### src/sv/tsp_pkg.sv
`default_nettype none

package tsp_pkg;

   localparam int DATA_W = 32;
   localparam int FREQ_W = 16;
   localparam int DUR_W  = 16;
   localparam int LEN_W  = 9;
   localparam int SLOT_W = 8;
   localparam int CSR_ADDR_W = 4;

   localparam logic [1:0] CMD_WRITE   = 2'd0;
   localparam logic [1:0] CMD_START   = 2'd1;
   localparam logic [1:0] CMD_PROCESS = 2'd2;
   localparam logic [1:0] CMD_NOP     = 2'd3;

   localparam logic [1:0] REG_CLOCK_HZ  = 2'd0;
   localparam logic [1:0] REG_MAX_COUNT = 2'd1;
   localparam logic [1:0] REG_SOUND_EN  = 2'd2;

   localparam logic [DATA_W-1:0] CLOCK_HZ_RESET  = 32'd1000000;
   localparam logic [FREQ_W-1:0] MAX_COUNT_RESET = 16'd1000;

   typedef struct packed {
      logic [1:0]        command;
      logic [SLOT_W-1:0] note_index;
      logic [FREQ_W-1:0] note_frequency;
      logic [DUR_W-1:0]  note_duration;
      logic [LEN_W-1:0]  sequence_length;
      logic [DATA_W-1:0] now_ms;
   } req_payload_type;

   typedef struct packed {
      logic              prescaler_write;
      logic [DATA_W-1:0] prescaler_value;
      logic              tone_playing;
      logic              sequence_done;
      logic [LEN_W-1:0]  note_position;
   } rsp_payload_type;

   typedef struct packed {
      logic busy;
      logic done;
   } div_status_type;

endpackage

`default_nettype wire

### src/sv/tsp_div.sv
`default_nettype none

module tsp_div (
   input  logic                         clock,
   input  logic                         reset,
   input  logic                         start,
   input  logic [tsp_pkg::DATA_W-1:0]   dividend,
   input  logic [tsp_pkg::FREQ_W-1:0]   factor_a,
   input  logic [tsp_pkg::FREQ_W-1:0]   factor_b,
   output tsp_pkg::div_status_type      status,
   output logic [tsp_pkg::DATA_W-1:0]   quotient
);

   import tsp_pkg::*;

   localparam int CNT_W = $clog2(DATA_W);

   logic                busy_ff, busy_in;
   logic                mul_pend_ff, mul_pend_in;
   logic                done_ff, done_in;
   logic [CNT_W-1:0]    count_ff, count_in;
   logic [FREQ_W-1:0]   a_ff, a_in;
   logic [FREQ_W-1:0]   b_ff, b_in;
   logic [DATA_W-1:0]   divisor_ff, divisor_in;
   logic [DATA_W-1:0]   rem_ff, rem_in;
   logic [DATA_W-1:0]   quot_ff, quot_in;
   logic [DATA_W:0]     shifted;
   logic [DATA_W:0]     diff;

   // one quotient bit per cycle, restoring
   assign shifted = {rem_ff, quot_ff[DATA_W-1]};
   assign diff    = shifted - {1'b0, divisor_ff};

   always_comb begin
      busy_in     = busy_ff;
      mul_pend_in = mul_pend_ff;
      done_in     = 1'b0;
      count_in    = count_ff;
      a_in        = a_ff;
      b_in        = b_ff;
      divisor_in  = divisor_ff;
      rem_in      = rem_ff;
      quot_in     = quot_ff;
      if (start && !busy_ff) begin
         busy_in     = 1'b1;
         mul_pend_in = 1'b1;
         a_in        = factor_a;
         b_in        = factor_b;
         rem_in      = '0;
         quot_in     = dividend;
         count_in    = '0;
      end else if (busy_ff && mul_pend_ff) begin
         divisor_in  = DATA_W'({16'd0, a_ff} * {16'd0, b_ff});
         mul_pend_in = 1'b0;
      end else if (busy_ff) begin
         if (!diff[DATA_W]) begin
            rem_in  = diff[DATA_W-1:0];
            quot_in = {quot_ff[DATA_W-2:0], 1'b1};
         end else begin
            rem_in  = shifted[DATA_W-1:0];
            quot_in = {quot_ff[DATA_W-2:0], 1'b0};
         end
         count_in = count_ff + 1'b1;
         if (count_ff == CNT_W'(DATA_W - 1)) begin
            busy_in = 1'b0;
            done_in = 1'b1;
         end
      end
   end

   always_ff @(posedge clock) begin
      if (reset) begin
         busy_ff     <= 1'b0;
         mul_pend_ff <= 1'b0;
         done_ff     <= 1'b0;
         count_ff    <= '0;
      end else begin
         busy_ff     <= busy_in;
         mul_pend_ff <= mul_pend_in;
         done_ff     <= done_in;
         count_ff    <= count_in;
      end
      a_ff       <= a_in;
      b_ff       <= b_in;
      divisor_ff <= divisor_in;
      rem_ff     <= rem_in;
      quot_ff    <= quot_in;
   end

   assign status.busy = busy_ff;
   assign status.done = done_ff;
   assign quotient    = quot_ff;

   a_done_after_busy: assert property (@(posedge clock) disable iff (reset)
      done_ff |-> $past(busy_ff))
      else $error("divider done without a running division");

   a_no_overlap: assert property (@(posedge clock) disable iff (reset)
      done_ff |-> !busy_ff)
      else $error("divider busy while reporting done");

   a_mul_first: assert property (@(posedge clock) disable iff (reset)
      (start && !busy_ff) |=> (busy_ff && mul_pend_ff))
      else $error("divider did not begin with the product cycle");

endmodule

`default_nettype wire

### config.mk
export PLATFORM = sky130hd
export DESIGN_NAME = tsp_div
export DESIGN_NICKNAME = d
export VERILOG_FILES = /design/src/sv/tsp_pkg.sv /design/src/sv/tsp_div.sv
export SDC_FILE = /design/constraint.sdc
export NUM_CORES = 1
export LEC_CHECK = 0
export BUFFER_PORTS_ARGS = -buffer_cell sky130_fd_sc_hd__buf_2
export CORE_UTILIZATION = 65
export CTS_BUF_LIST = sky130_fd_sc_hd__clkbuf_4 sky130_fd_sc_hd__clkbuf_8
export DETAILED_ROUTE_END_ITERATION = 16
export MAX_ROUTING_LAYER = met4
export PLACE_DENSITY = 0.82
export RECOVER_POWER = 25
export SKIP_LAST_GASP = 1
export SYNTH_ARGS = -nofsm -noshare
export SYNTH_HDL_FRONTEND = slang
export SYNTH_SLANG_ARGS = --single-unit
export TNS_END_PERCENT = 30
### constraint.sdc
create_clock -name clock -period 9.7 [get_ports clock]
set_input_delay 1.94 -clock clock [delete_from_list [all_inputs] [get_ports clock]]
set_output_delay 1.94 -clock clock [all_outputs]
set_load 0.01 [all_outputs]
==> metrics.md <==
| Metric | Value |
|---|---|
| Timing startpoint of the critical path | `a_ff[12]` |
| Max Root-Sink Buffers | `2` |
| Overall die area | `23770 um2` |
| Dominant synthesized flop cell | `edfxtp_1` |
| Die Span X | `154.2 um` |
| Leakage dissipation | `7.725 nW` |
| Total number of vias | `10.77k` |
| Diodes inserted | `0` |
| Switching component of the power | `2.768 mW` |
| Power Density | `362.1 nW/um2` |
| Vias/cell | `5.649` |
| Rows | `55` |
| Clock sink count | `136` |
| Portion of total power attributed to the clock network | `8.6%` |
| Clock H-tree levels | `4` |
| R2R cell count | `20` |
| Sequential cell area fraction in the yosys report | `24.47%` |
| Worst setup timing slack at the placement stage | `2932 ps` |
| FMAX | `146.6 MHz` |
| Fraction of final layout cells with drive strength greater than 1 | `11.10%` |
| Final period utilization | `70.32%` |
| Kind of capture point of the worst setup path | `flip-flop` |
| Hold Violations, Final | `0` |
| Placeable core region | `22710 um2` |
| Crit path required time | `9920 ps` |
| Routability congestion estimate from global placement | `0.9129` |
| Clock Latency Late Sink | `470 ps` |
| Die boundary height | `154.2 um` |
| Clock root buffer | `clkbuf_8` |
| Post-synth net total | `1939` |
| Number of cells on the worst hold path | `2` |
| Terminus of the critical flop-to-flop path | `divisor_ff[28]` |
| Final Net Count | `2008` |
| Worst ir drop on vdd | `0.2365 mV` |
| CP Class | `reg2reg` |
| Max Slew Vio Count | `33` |
| Hold crit path type | `reg2reg` |
| Fraction of registers with async set/reset | `0%` |
| WP data arrival | `7040 ps` |
| Drt total wl | `30810 um` |
| Yosys cell types | `62` |
| Outcome | `finished, violations left` |
| Yosys synthesis warning count | `0` |
| Worst Hold Margin | `470.3 ps` |
| Register clock-pin slew on the reported worst setup and hold paths | `90 ps` |
| Min Tclk post-route | `6821 ps` |
| Number of global-route vias before repair | `10.95k` |
| HPWL after detailed placement | `24210 um` |
| Net Sw Frac | `47.29%` |
| Area Overhead vs Synth | `7.355%` |
| Router iterations before antenna repair | `9` |
| Post-CTS Hold Buffers | `0` |
| Port buffer count | `100` |
| Detail Route Antenna Nets | `0` |
| FF+latch count, synth | `136` |
| Number of setup buffers added after CTS | `0` |
| Wire length of the first global-routing pass | `51860 um` |
| Worst reg2reg startpoint | `a_ff[12]` |
| Synthesized area | `15060 um2` |
| Final routed wire length divided by cell count | `16.16 um` |
| Total global routing track utilization | `28.35%` |
| Setup slack after layout | `2879 ps` |
| Worst-case register-to-register setup slack | `2880 ps` |
| Pin count of the biggest net entering global routing | `70` |
| MaxCap Viol Count | `1` |
| EDFF count, synth | `96` |
| Startpoint of the worst hold path | `rem_ff[1]` |
| Sort of element at the start of the critical path | `flip-flop` |
| Total of endpoints with negative setup slack in the final report | `0` |
| Total Neg Setup Slack | `0 ps` |
| Maximum fanout count along the critical path | `16` |
| Initial core utilization | `66.30%` |
| Fin Clk Skew | `17.55 ps` |
| Residual DRC | `0` |
| Total global routing overflow | `0` |
| Initial antenna violation count | `0` |
| Gate Count Post-Synth | `1539` |
| DR iter-0 viols | `681` |
| CTS tree | `done` |
| Unrepaired setup endpoints after global routing | `false` |
| Actual slew at the worst max-slew pin | `1687 ps` |
| Average cell area after synthesis | `9.783 um2` |
| Share of total power in sequential cells | `18.1%` |
| Rel. slew slack | `-12.47%` |
| Post-CTS Resized | `0` |
| Top-Level Pins | `101` |
| Failing checks | `capacitance limit, slew limit` |
| Comb pwr share | `73.4%` |
| Cell Int Power | `3.086 mW` |
| Worst Hold Endpoint | `rem_ff[1]` |
| CTS buffer count | `17` |
## registers in the layout, indices dropped and copies added (netlist names)
name	cells
a_ff	16
b_ff	16
busy_ff	1
count_ff	5
divisor_ff	32
done_ff	1
mul_pend_ff	1
quotient	32
rem_ff	32
## how the worst max path moves through the flow
stage	end	slack, ps	depth (start not counted)
after global placement	divisor_ff[28]	3140	21
after global routing	divisor_ff[28]	2580	20
after detailed placement	divisor_ff[28]	2930	20
final	divisor_ff[28]	2880	20
after floorplan	divisor_ff[28]	3460	21
after CTS	divisor_ff[28]	2910	20
## per-stage QoR
step                      utilization, %  power [mW]  instances  area [um2]
after floorplan                        -       4.457       1539       15060
after global placement             69.34       5.146       1874       15750
after detailed placement           69.34       5.321       1874       15750
after CTS                          71.19       5.854       1906       16170
after global routing               71.17       6.486       1906       16160
final                              71.17       5.853       1906       16160
## critical path: stages, from the launching register on
cell and delay [ps]:
edfxtp_1 740, nand2_1 180, fa_1 540, fa_1 510, fa_1 510, inv_1 60, fa_1 510, fa_1 490
inv_1 50, fa_1 470, inv_1 40, ha_1 340, a21o_1 200, a21o_1 180, a21oi_1 200, o21ai_1 110
or4_1 450, o21a_1 210, a221oi_1 450, o21ai_1 150, xor2_1 150
## power groups by stage
stage,combinational (mW),clock (mW),sequential (mW)
after global placement,4.09,0,1.06
final,4.29,0.501,1.06
after CTS,4.29,0.507,1.06
after detailed placement,4.25,0,1.07
after floorplan,3.43,0,1.03
after global routing,4.88,0.532,1.07
## metal layers
layer	part of all wire (%)	vias to the layer above	GRT usage, %
li1	-	5097	-
met1	45	5236	38.18
met2	47	380	44.78
met3	7.0	54	5.408
met4	1.6	0	6.667
met5	0	-	-
## synthesized netlist by cell type (2+ instances only)
cell         n  share of area [%]
xor2_1      22                1.3
o21ai_0     20               0.66
clkbuf_1    45                1.1
a2111oi_0    2               0.12
o21a_1       5               0.25
xnor2_1     38                2.2
fa_1       195                 26
a2bb2oi_1    3               0.17
and3_1      14               0.58
nor2_1      31               0.77
buf_1        6               0.15
o2111ai_1    2               0.12
nor3_1      18               0.60
a211o_1      3               0.17
mux2i_1     25                1.7
nor2b_1     17               0.71
nand3_1      8               0.27
buf_4        3               0.15
and2_1     124                5.2
a41oi_1      2               0.12
edfxtp_1    96                 19
nand2b_1     8               0.33
a21o_1      25                1.2
a221o_1      3               0.20
inv_1      262                6.5
o21ai_1     41                1.4
a21oi_1     49                1.6
nand2_1    202                5.0
mux2_2      32                2.4
a31oi_1     10               0.42
ha_1       138                 11
a211oi_1     4               0.20
o21bai_1     5               0.25
dfxtp_1     40                5.3
or2_1        2              0.083
nand4_1      6               0.25
o211ai_1     3               0.15
buf_2        2              0.066
o41ai_1      3               0.17
a221oi_1     2               0.12
o22ai_1      2              0.083
## logic make-up (layout without fill, tap and decap cells)
logic type | after synthesis | after routing | synth area share [%]
AOI/OAI and AO/OA | 197 | 197 | 8.303
adders and majority gates | 333 | 333 | 37.40
and+or+nand+nor | 436 | 436 | 14.09
DFF | 136 | 136 | 24.47
muxes | 58 | 58 | 4.155
xor gates and xnor gates | 60 | 60 | 3.490
buffers and inverters | 319 | 401 | 8.094
## placed cells by master, fill, tap and decap left out, types with 4 or more instances in the layout
master / synthesis / final
o21ai_0: 20 / 20
and2_1: 124 / 121
and3_1: 14 / 14
o21a_1: 5 / 5
nand2_1: 202 / 202
edfxtp_1: 96 / 96
o21bai_1: 5 / 5
nor3_1: 18 / 18
fa_1: 195 / 195
nand2b_1: 8 / 8
xor2_1: 22 / 22
ha_1: 138 / 138
dfxtp_1: 40 / 40
nor2_1: 31 / 30
a21oi_1: 49 / 49
mux2_2: 32 / 32
nor2b_1: 17 / 16
nand3_1: 8 / 8
buf_4: 3 / 6
nand4_1: 6 / 6
clkbuf_8: 0 / 17
a211oi_1: 4 / 4
mux2i_1: 25 / 25
a21o_1: 25 / 25
a31oi_1: 10 / 10
buf_2: 2 / 100
o21ai_1: 41 / 41
inv_1: 262 / 262
xnor2_1: 38 / 37
inv_6: 0 / 4
## cell type report
class,instances,area (um2)
clock buffer,17,234.0
clock inverter,15,185.2
fill,1677,6546
inverter,262,983.4
multi-input combinational,1084,10170
sequential,136,3684
tap,285,356.6
timing repair buffer,107,549.3
No activity file was read; power rests on OpenSTA's default activity.
